`src/rtl/rtcsm_pkg.sv`:
```
// Shared constants and types for the three-wire RTC serial master.
package rtcsm_pkg;

  localparam int BURST_BYTES = 8;
  localparam int BURST_N = (BURST_BYTES < 1) ? 1 : ((BURST_BYTES > 8) ? 8 : BURST_BYTES);
  localparam logic [3:0] BURST_COUNT = 4'(BURST_N);

  localparam logic [7:0] BURST_CMD_RESET = 8'd190;

  localparam int MODE_READ_BIT  = 0;
  localparam int MODE_BURST_BIT = 1;

  localparam int IN_TDATA_W  = 80;
  localparam int OUT_TDATA_W = 72;

  localparam int IN_START_BIT = 0;
  localparam int IN_MODE_LO   = 1;
  localparam int IN_CMD_LO    = 3;
  localparam int IN_WDATA_LO  = 11;
  localparam int IN_DIN_BIT   = 75;
  localparam int IN_USED_W    = 76;

  localparam int OUT_CE_BIT    = 0;
  localparam int OUT_SCLK_BIT  = 1;
  localparam int OUT_DOUT_BIT  = 2;
  localparam int OUT_DRIVE_BIT = 3;
  localparam int OUT_RDATA_LO  = 4;
  localparam int OUT_BUSY_BIT  = 68;
  localparam int OUT_DONE_BIT  = 69;
  localparam int OUT_USED_W    = 70;

  typedef struct packed {
    logic        start_req;
    logic [1:0]  mode;
    logic [7:0]  command_byte;
    logic [63:0] write_data;
    logic        dat_in;
  } rtcsm_in_t;

  typedef struct packed {
    logic        ce_pin;
    logic        sclk_pin;
    logic        dat_out;
    logic        dat_drive;
    logic [63:0] read_data;
    logic        busy_res;
    logic        done_res;
  } rtcsm_res_t;

endpackage

```
`src/rtl/rtcsm_seq.sv`:
```
// Bus tick sequencer: transaction state and the pin pattern for each tick.
module rtcsm_seq (
  input  logic                  clk,
  input  logic                  rst,
  input  logic                  step,
  input  logic [7:0]            burst_command,
  input  rtcsm_pkg::rtcsm_in_t  tick,
  output rtcsm_pkg::rtcsm_res_t res
);

  typedef enum logic [2:0] {
    PH_IDLE  = 3'd0,
    PH_WLOW  = 3'd1,
    PH_WHIGH = 3'd2,
    PH_RLOW  = 3'd3,
    PH_RHIGH = 3'd4
  } phase_t;

  phase_t      phase, phase_next;
  logic [7:0]  shift_register, shift_register_next;
  logic [2:0]  bit_index, bit_index_next;
  logic [3:0]  byte_index, byte_index_next;
  logic [1:0]  held_mode, held_mode_next;
  logic [63:0] send_buffer, send_buffer_next;
  logic [63:0] receive_buffer, receive_buffer_next;

  logic        was_read;
  logic [7:0]  shifted;
  logic [2:0]  bit_inc;
  logic [3:0]  byte_inc;
  logic [2:0]  store_lane;
  logic [2:0]  load_lane;
  logic [3:0]  data_bytes;
  logic [7:0]  start_cmd;

  assign was_read   = (phase == PH_RHIGH);
  assign shifted    = was_read ? shift_register : {1'b0, shift_register[7:1]};
  assign bit_inc    = bit_index + 3'd1;
  assign byte_inc   = byte_index + 4'd1;
  assign store_lane = 3'(byte_index - 4'd1);
  assign load_lane  = 3'(byte_inc - 4'd1);
  assign data_bytes = held_mode[rtcsm_pkg::MODE_BURST_BIT] ? rtcsm_pkg::BURST_COUNT : 4'd1;
  assign start_cmd  = (tick.mode[rtcsm_pkg::MODE_BURST_BIT] ? burst_command : tick.command_byte)
                      | {7'd0, tick.mode[rtcsm_pkg::MODE_READ_BIT]};

  always_comb begin
    phase_next          = phase;
    shift_register_next = shift_register;
    bit_index_next      = bit_index;
    byte_index_next     = byte_index;
    held_mode_next      = held_mode;
    send_buffer_next    = send_buffer;
    receive_buffer_next = receive_buffer;
    res                 = '0;
    unique case (phase)
      PH_WLOW: begin
        phase_next   = PH_WHIGH;
        res.ce_pin   = 1'b1;
        res.sclk_pin = 1'b1;
        res.dat_out  = shift_register[0];
        res.dat_drive = 1'b1;
        res.busy_res = 1'b1;
      end
      PH_RLOW: begin
        phase_next   = PH_RHIGH;
        res.ce_pin   = 1'b1;
        res.sclk_pin = 1'b1;
        res.busy_res = 1'b1;
      end
      PH_WHIGH, PH_RHIGH: begin
        bit_index_next      = bit_inc;
        shift_register_next = shifted;
        if (bit_inc != 3'd0) begin
          res.ce_pin   = 1'b1;
          res.busy_res = 1'b1;
          if (was_read) begin
            shift_register_next = {tick.dat_in, shifted[7:1]};
            phase_next          = PH_RLOW;
          end else begin
            phase_next    = PH_WLOW;
            res.dat_out   = shifted[0];
            res.dat_drive = 1'b1;
          end
        end else begin
          if (was_read && byte_index != 4'd0) begin
            receive_buffer_next[8*store_lane +: 8] = receive_buffer[8*store_lane +: 8] | shifted;
          end
          byte_index_next = byte_inc;
          if (byte_inc > data_bytes) begin
            phase_next   = PH_IDLE;
            res.done_res = 1'b1;
          end else if (held_mode[rtcsm_pkg::MODE_READ_BIT]) begin
            shift_register_next = {tick.dat_in, 7'd0};
            phase_next          = PH_RLOW;
            res.ce_pin          = 1'b1;
            res.busy_res        = 1'b1;
          end else begin
            shift_register_next = send_buffer[8*load_lane +: 8];
            phase_next          = PH_WLOW;
            res.ce_pin          = 1'b1;
            res.busy_res        = 1'b1;
            res.dat_out         = send_buffer[8*load_lane];
            res.dat_drive       = 1'b1;
          end
        end
      end
      default: begin
        phase_next = PH_IDLE;
        if (tick.start_req) begin
          held_mode_next      = tick.mode;
          send_buffer_next    = tick.write_data;
          if (tick.mode[rtcsm_pkg::MODE_READ_BIT]) begin
            receive_buffer_next = '0;
          end
          shift_register_next = start_cmd;
          bit_index_next      = 3'd0;
          byte_index_next     = 4'd0;
          phase_next          = PH_WLOW;
          res.ce_pin          = 1'b1;
          res.dat_out         = start_cmd[0];
          res.dat_drive       = 1'b1;
          res.busy_res        = 1'b1;
        end
      end
    endcase
    res.read_data = receive_buffer_next;
  end

  always_ff @(posedge clk) begin
    if (rst) begin
      phase          <= PH_IDLE;
      shift_register <= '0;
      bit_index      <= '0;
      byte_index     <= '0;
      held_mode      <= '0;
      send_buffer    <= '0;
      receive_buffer <= '0;
    end else if (step) begin
      phase          <= phase_next;
      shift_register <= shift_register_next;
      bit_index      <= bit_index_next;
      byte_index     <= byte_index_next;
      held_mode      <= held_mode_next;
      send_buffer    <= send_buffer_next;
      receive_buffer <= receive_buffer_next;
    end
  end

endmodule

```
`src/rtl/three_wire_rtc_serial_master.sv`:
```
// Top level of the three-wire RTC serial master: stream stages and configuration.
// Each request on the input stream is one bus tick and yields exactly one result, the pin
// levels and status for that tick. A request is taken in every cycle unless the output side
// stalls; it passes an input register, one pass through the tick sequencer and a result
// register, and a stalled output side holds the result in that register.
// A single-byte transfer spans 33 requests from the start tick to the done tick, and a burst
// spans 16 * (1 + BURST_BYTES) + 1 requests. The burst command register may be written on the
// configuration channel, which is always ready, while no transaction is in flight.
module three_wire_rtc_serial_master (
  input  logic                               clk,
  input  logic                               rst,
  input  logic                               s_tvalid,
  output logic                               s_tready,
  // start_req, mode, command_byte, write_data, dat_in, zero fill
  input  logic [rtcsm_pkg::IN_TDATA_W-1:0]   s_tdata,
  output logic                               m_tvalid,
  input  logic                               m_tready,
  // ce_pin, sclk_pin, dat_out, dat_drive, read_data, busy_res, done_res, zero fill
  output logic [rtcsm_pkg::OUT_TDATA_W-1:0]  m_tdata,
  input  logic                               cfg_valid,
  output logic                               cfg_ready,
  input  logic [7:0]                         cfg_data
);

  rtcsm_pkg::rtcsm_in_t  in_fields;
  rtcsm_pkg::rtcsm_in_t  in_reg;
  rtcsm_pkg::rtcsm_res_t res;
  logic                  in_valid;
  logic                  move;
  logic [7:0]            burst_command;
  logic [rtcsm_pkg::OUT_TDATA_W-1:0] out_data;
  logic                  out_valid;

  assign in_fields.start_req    = s_tdata[rtcsm_pkg::IN_START_BIT];
  assign in_fields.mode         = s_tdata[rtcsm_pkg::IN_MODE_LO +: 2];
  assign in_fields.command_byte = s_tdata[rtcsm_pkg::IN_CMD_LO +: 8];
  assign in_fields.write_data   = s_tdata[rtcsm_pkg::IN_WDATA_LO +: 64];
  assign in_fields.dat_in       = s_tdata[rtcsm_pkg::IN_DIN_BIT];

  assign move      = in_valid && (!out_valid || m_tready);
  assign s_tready  = !in_valid || move;
  assign cfg_ready = 1'b1;
  assign m_tvalid  = out_valid;
  assign m_tdata   = out_data;

  always_ff @(posedge clk) begin
    if (rst) begin
      burst_command <= rtcsm_pkg::BURST_CMD_RESET;
    end else if (cfg_valid && cfg_ready) begin
      burst_command <= cfg_data;
    end
  end

  always_ff @(posedge clk) begin
    if (rst) begin
      in_valid <= 1'b0;
    end else if (s_tready) begin
      in_valid <= s_tvalid;
    end
    if (s_tready && s_tvalid) begin
      in_reg <= in_fields;
    end
  end

  rtcsm_seq u_seq (
    .clk           (clk),
    .rst           (rst),
    .step          (move),
    .burst_command (burst_command),
    .tick          (in_reg),
    .res           (res)
  );

  always_ff @(posedge clk) begin
    if (rst) begin
      out_valid <= 1'b0;
    end else if (move) begin
      out_valid <= 1'b1;
    end else if (m_tready) begin
      out_valid <= 1'b0;
    end
    if (move) begin
      out_data <= {{(rtcsm_pkg::OUT_TDATA_W - rtcsm_pkg::OUT_USED_W){1'b0}},
                   res.done_res, res.busy_res, res.read_data,
                   res.dat_drive, res.dat_out, res.sclk_pin, res.ce_pin};
    end
  end

endmodule

```
`config.mk`:
```
export PLATFORM = sky130hd
export DESIGN_NAME = three_wire_rtc_serial_master
export DESIGN_NICKNAME = d
export VERILOG_FILES = /design/src/rtl/rtcsm_pkg.sv /design/src/rtl/rtcsm_seq.sv /design/src/rtl/three_wire_rtc_serial_master.sv
export SDC_FILE = /design/constraint.sdc
export NUM_CORES = 1
export LEC_CHECK = 0
export BUFFER_PORTS_ARGS = -buffer_cell sky130_fd_sc_hd__buf_4
export CORE_ASPECT_RATIO = 0.9
export CORE_MARGIN = 5
export CORE_UTILIZATION = 60
export DETAILED_ROUTE_END_ITERATION = 7
export PLACE_DENSITY = 0.83
export SYNTH_ARGS = -nofsm -noshare
export SYNTH_HDL_FRONTEND = slang
export SYNTH_SLANG_ARGS = --single-unit
```
`constraint.sdc`:
```
create_clock -name clk -period 6 [get_ports clk]
set_clock_uncertainty 0.1 [all_clocks]
set_input_delay 0.3 -clock clk [delete_from_list [all_inputs] [get_ports clk]]
set_output_delay 0.3 -clock clk [all_outputs]
set_load 0.005 [all_outputs]
```
==> flow_metrics.tcl, run 1 <==
set metrics [dict create \
    cts_sinks 303 \
    drive_gt1_frac 0.217 \
    drc 0 \
    cts_buffers 29 \
    ios 168 \
    via_per_inst 6.23 \
    synthAdderAreaFrac 0.0109 \
    cp_max_fo 45 \
    hold_start "cfg_valid" \
    p_leak_nw 5.74 \
    largest_reg_flops 76 \
    synth_xor_area_frac 0.00346 \
    synthMuxAreaShare 0.0781 \
    reg2reg_from "u_seq.phase[2]" \
    syn_avg_cell_area_um2 11.9 \
    timing.setup.tns_ns 0 \
    synth_top_family_by_area "compound AO/OA/AOI/OAI gates" \
    worstSetupEndpointType "register" \
    layout_common_cells "nand2_1, buf_4, dfxtp_1" \
    pwr_density_cell_nw_per_um2 280 \
    grt_max_degree 80 \
    num_rows 50 \
    yosysWarnings 0 \
    synthDistinctLibCells 68 \
    final-setup-viol-count 0 \
    async_flop_share 0 \
    cp.arrival_ns 3.79 \
    synth-compound-area-share 0.165 \
    dieArea_um2 24100 \
    yosys.area.top_type "edfxtp_1" \
    cts.path.max_buffers 3 \
    slew_viol_final 0 \
    port_buffers 160 \
    htree_levels 1 \
    grt_antenna_before_repair 0 \
    globalRoute.totalOverflow 0 \
    ir_worst_vdd_mv 0.297 \
    fillCellCount 1285 \
    die-height_um 148 \
    final_common_cell "nand2_1" \
    dr.pass1.iters 8 \
    finalCriticalPeriod_ns 3.49 \
    synth-seq-cells 303 \
    grt_use_total 0.276 \
    r2r_setup_slack_ns 2.51 \
    antennaDiodeCount 0 \
    synth_top_area_share 0.344 \
    yosysSeqAreaShare 0.593 \
    gp_congestion 0.962 \
    min_path_type "primary input to register" \
    hold_slack_ns 0.000576 \
    num_vias 9918 \
    die_w_um 163 \
    timing.rr.end "u_seq.byte_index[2]" \
    clkLatencyLatePin_ns 0.55 \
    min_to "burst_command[7]" \
    cts.repair.resized 0 \
    required_ns 6.30 \
    crit_type "register to register" \
    initial_core_util 0.610 \
    slew_headroom 0.104 \
    avgRoutedWirePerCell_um 21.4 \
    maxCapViolations 0 \
    worst_pin_slew_ns 1.34 \
    syn_to_final_growth_pct 24.9 \
    syn_area_um2 12700 \
    synthFlopType "dfxtp_1" \
    ant_nets 0 \
    holdPathStages 2 \
    rsz0062_at_grt "no" \
    grt_pass1_wl_um 53000 \
    clock-root-buffer "clkbuf_16" \
    fin_crit_sh 0.582 \
    synth-edff-count 145 \
    synth.area.top_cells "edfxtp_1, dfxtp_1, a22o_1, mux4_2, nand2_1" \
    first_global_vias 9638 \
    hpwlAfterDp_um 20700 \
    drtIter0Drc 1739 \
    path_clk_slew_ns 0.07 \
    final-hold-violation-count 0 \
    ff2ff_path_depth 6 \
    outcome "finished, final reports clean" \
    fmax_mhz 287 \
    synthCells 1061 \
    cts_tree "built" \
    core-area_um2 20800 \
    synthSimpleGateAreaFrac 0.119 \
    cp-start-kind "register" \
    routed_wirelength_um 34100 \
    nNetsFinal 1389 \
]
## layer usage
layer	up-vias	wire (um)	global-route usage
met5	-	0	0
met4	0	1010	0.0738
met3	91	3250	0.0577
met2	588	17000	0.467
met1	4796	12800	0.366
li1	4443	-	-
## power breakdown
part	internal, W	total [W]	switching (W)	leakage, nW
Combinational	0.000154	0.000349	0.000195	2.64
Clock	0.00102	0.00179	0.000771	0.446
Sequential	0.00224	0.00228	0.0000394	2.66
## through the flow
stage / cells / area, um^2 / utilization / total power [W] / setup slack [ns]
6_report: 1593 / 15800 / 0.762 / 0.00443 / 2.51
5_1_grt: 1593 / 15800 / 0.762 / 0.00455 / 2.32
4_1_cts: 1593 / 15800 / 0.762 / 0.00441 / 2.61
3_5_place_dp: 1452 / 14000 / 0.675 / 0.00262 / 2.64
3_3_place_gp: 1452 / 14000 / 0.675 / 0.00261 / 2.65
2_1_floorplan: 1062 / 12700 / - / 0.00248 / 2.90
## repair_timing
| item | 4_1_cts | 5_1_grt |
|---|---|---|
| endpoints found under the hold margin | 86 | 0 |
| endpoints found under the setup margin | 0 | 0 |
| hold buffers | 88 | 0 |
| setup buffers | 0 | 0 |
## area by class of cell
type | instances | area, um^2 | share of cell area
Sequential cell | 303 | 7520 | 0.475
Tap cell | 286 | 358 | 0.0226
Clock inverter | 12 | 126 | 0.00799
Inverter | 11 | 41.3 | 0.00261
Timing Repair Buffer | 260 | 2170 | 0.137
Clock buffer | 41 | 802 | 0.0507
Multi-Input combinational cell | 680 | 4810 | 0.304
## cells by family after synthesis
| kind of cell | after synthesis |
|---|---|
| other | 2 |
| buffers and inverters | 79 |
| flip-flops | 303 |
| XOR/XNOR | 5 |
| adder cells (fa/ha/maj) | 11 |
| AND/OR/NAND/NOR | 319 |
| AO/OA/AOI/OAI | 286 |
| multiplexers | 56 |
## worst max-delay path, cell delays in order, from the launching register on
cell and delay (ns):
dfxtp_1 0.62, nand2b_1 0.29, nand3_1 0.54, nor3_4 0.93, buf_4 0.54, mux2_2 0.24
a211oi_1 0.06
## worst max-delay path by stage
| stage | start | cells after the start | to |
|---|---|---|---|
| global route | u_seq.byte_index[2] | 8 | m_tdata[55] |
| global placement | u_seq.phase[2] | 6 | u_seq.byte_index[2] |
| CTS | u_seq.byte_index[2] | 8 | m_tdata[55] |
| detailed placement | u_seq.byte_index[1] | 6 | m_tdata[35] |
| floorplan | m_tready | 7 | u_seq.receive_buffer[7] |
| finish | u_seq.phase[2] | 6 | u_seq.byte_index[2] |
## cells in the mapped netlist, types with 10 or more instances
cell type / instances
a21oi_1: 90
mux2i_1: 16
nand3_1: 14
mux4_2: 32
o21ai_1: 11
nor3_1: 12
edfxtp_1: 145
dfxtp_1: 158
nand2b_1: 11
ha_1: 11
buf_2: 18
nor2b_1: 10
a32o_1: 12
nor2_1: 44
nand3b_1: 10
nand2_1: 175
clkbuf_1: 36
a311oi_1: 14
a22o_1: 101
Power figures use the tool's default switching activity.
==> run 2, diff against run 1 <==
--- a/config.mk
+++ b/config.mk
@@ -8,9 +8,9 @@
 export BUFFER_PORTS_ARGS = -buffer_cell sky130_fd_sc_hd__buf_4
 export CORE_ASPECT_RATIO = 0.9
 export CORE_MARGIN = 5
-export CORE_UTILIZATION = 60
+export CORE_UTILIZATION = 58
 export DETAILED_ROUTE_END_ITERATION = 7
-export PLACE_DENSITY = 0.83
+export PLACE_DENSITY = 0.8
 export SYNTH_ARGS = -nofsm -noshare
 export SYNTH_HDL_FRONTEND = slang
 export SYNTH_SLANG_ARGS = --single-unit
==> constraint.sdc (replaced) <==
create_clock -name clk -period 3.4 [get_ports clk]
set_clock_uncertainty 0.1 [all_clocks]
set_input_delay 0.17 -clock clk [delete_from_list [all_inputs] [get_ports clk]]
set_output_delay 0.17 -clock clk [all_outputs]
set_load 0.005 [all_outputs]
==> run 2 against run 1 <==
Compared with the run above: setup slack got worse by 2.2 ns; non-clock buffer count grew 34; design area is 2.4% higher; maximum frequency rose by 14%; via count shrank 0.18%; sequential power up 77%; clock power grew 82%; first-iteration DRC count shrank 39%; total power increased by 79%; critical path type unchanged.
==> flow_metrics.tcl, run 2 (synthesized netlist as in run 1, its figures left out) <==
set metrics [dict create \
    grt_pass1_wl_um 55100 \
    outcome "finished, final reports clean" \
    crit_type "register to register" \
    slowest_stage "o22ai_1" \
    core-area_um2 21600 \
    clkLatencyLatePin_ns 0.56 \
    required_ns 3.80 \
    setup_ws_ns 0.346 \
    num_rows 51 \
    stdcell_count 1633 \
    grt_max_degree 69 \
    min_to "in_reg[74]" \
    initial_core_util 0.588 \
    hold_start "s_tdata[2]" \
    ff2ff_path_depth 9 \
    routed_wirelength_um 35400 \
    worstSetupEndpointType "register" \
    p_leak_nw 5.95 \
    cts_tree "built" \
    p_total_w 0.00794 \
    drc 0 \
    final-setup-viol-count 0 \
    maxCapViolations 0 \
    drtIter0Drc 1060 \
    dr.pass1.iters 6 \
    critPathMaxStageDelay_ns 1.05 \
    slew_headroom 0.121 \
    via_per_inst 6.06 \
    grt_use_total 0.278 \
    sw_frac_of_total 0.229 \
    layout_common_cells "buf_4, nand2_1, dfxtp_1" \
    worst_pin_slew_ns 1.32 \
    fmax_mhz 327 \
    timing.setup.tns_ns 0 \
    min_path_type "primary input to register" \
    pwr_density_cell_nw_per_um2 490 \
    crit_path_cell_trace "inv_1 -> ha_1 -> xor2_1 -> inv_2 -> buf_4 -> nand2b_1 -> o22ai_1 -> buf_4 -> a22o_1" \
    cts_sinks 303 \
    port_buffers 160 \
    cp_max_fo 17 \
    hpwlAfterDp_um 21100 \
    final-hold-violation-count 0 \
    cp.arrival_ns 3.45 \
    die_w_um 166 \
    seqPwrFrac 0.507 \
    cts.path.max_buffers 3 \
    dieArea_um2 24900 \
    dpl.cell_count 1481 \
    holdPathStages 2 \
    largest_reg_flops 76 \
    clock-root-buffer "clkbuf_16" \
    ant_nets 0 \
    globalRoute.totalOverflow 0 \
    power_switching_w 0.00182 \
    dpl_worst_slack_ns 0.454 \
    r2r_setup_slack_ns 0.35 \
    cpMostUsedCell "buf_4" \
    pwr-share-comb 0.083 \
    rsz0062_at_grt "no" \
    slew_viol_final 0 \
    num_vias 9900 \
    cts.repair.resized 0 \
    ir_worst_vdd_mv 0.458 \
    finalCriticalPeriod_ns 3.05 \
    gp_congestion 0.948 \
    syn_to_final_growth_pct 27.8 \
    antennaDiodeCount 0 \
    grt_antenna_before_repair 0 \
    timing.rr.end "u_seq.receive_buffer[9]" \
    fin_crit_sh 0.898 \
    p_int_w 0.00612 \
    final_common_cell "buf_4" \
    drive_gt1_frac 0.233 \
    nNetsFinal 1423 \
    cp-start-kind "register" \
    avgRoutedWirePerCell_um 21.7 \
    first_global_vias 9795 \
    path_clk_slew_ns 0.07 \
    ios 168 \
    reg2reg_from "u_seq.byte_index[1]" \
    die-height_um 150 \
    clkPwrFrac 0.410 \
    cts_buffers 29 \
    htree_levels 1 \
]
-- run 2: cell types whose count changed in the layout (fill, tap and decap cells not counted), sizes merged --
| cell | previous run | this run |
|---|---|---|
| clkbuf | 41 | 38 |
| inv | 14 | 13 |
| dlygate4sd3 | 88 | 98 |
| clkinvlp | 3 | 1 |
| buf | 172 | 196 |
| clkinv | 4 | 11 |
-- run 2: metrics by stage --
| step | utilization | instance area (um^2) | hold slack (ns) |
|---|---|---|---|
| 2_1_floorplan | - | 12700 | 0.169 |
| 3_3_place_gp | 0.661 | 14300 | 0.248 |
| 3_5_place_dp | 0.661 | 14300 | 0.249 |
| 4_1_cts | 0.751 | 16200 | 0.203 |
| 5_1_grt | 0.751 | 16200 | 0.210 |
| 6_report | 0.751 | 16200 | 0.220 |
-- run 2: critical path: cells and delay by family, from the launching register on --
kind                     cells  cell delay [ns]
AO/OA/AOI/OAI                2             1.18
XOR/XNOR                     1             0.16
adder cells (fa/ha/maj)      1             0.21
buffers and inverters        4             0.67
flip-flops                   1             0.43
AND/OR/NAND/NOR              1             0.22
-- run 2: worst max-delay path by stage --
stage                        start                       end  slack (ns)  cells after the start
2_1_floorplan             m_tvalid   u_seq.receive_buffer[7]        0.31                      7
3_3_place_gp   u_seq.byte_index[1]   u_seq.receive_buffer[9]        0.52                      9
3_5_place_dp   u_seq.byte_index[1]   u_seq.receive_buffer[9]        0.45                      9
4_1_cts        u_seq.byte_index[1]                m_tdata[7]        0.38                      9
5_1_grt        u_seq.byte_index[1]  u_seq.receive_buffer[27]        0.13                      9
6_report       u_seq.byte_index[1]   u_seq.receive_buffer[9]        0.35                      9
-- run 2: metal layers --
metal	global-route usage	vias up	part of all wire
met3	0.0528	68	0.087
met1	0.364	4807	0.39
met5	0	-	0
li1	-	4514	-
met2	0.479	511	0.50
met4	0.0792	0	0.022
-- run 2: timing repair --
item | in CTS | in global routing
buffers inserted | 0 | 0
hold buffers | 98 | 0
endpoints found under the hold margin | 94 | 0
-- run 2: area by class of cell --
type | count | area, um^2
well taps | 291 | 364
clock buffers | 38 | 821
inverters | 11 | 41.3
fillers | 1382 | 5370
clock inverters | 16 | 146
multi-input cells | 680 | 4810
flip-flops and latches | 303 | 7520
repair buffers | 294 | 2500
-- run 2: power groups by stage --
stage	clock network, W	logic (W)	registers, W
floorplan	0	0.000281	0.00409
global route	0.00344	0.000702	0.00404
global placement	0	0.000529	0.00410
CTS	0.00326	0.000634	0.00402
detailed placement	0	0.000539	0.00410
finish	0.00326	0.000655	0.00403
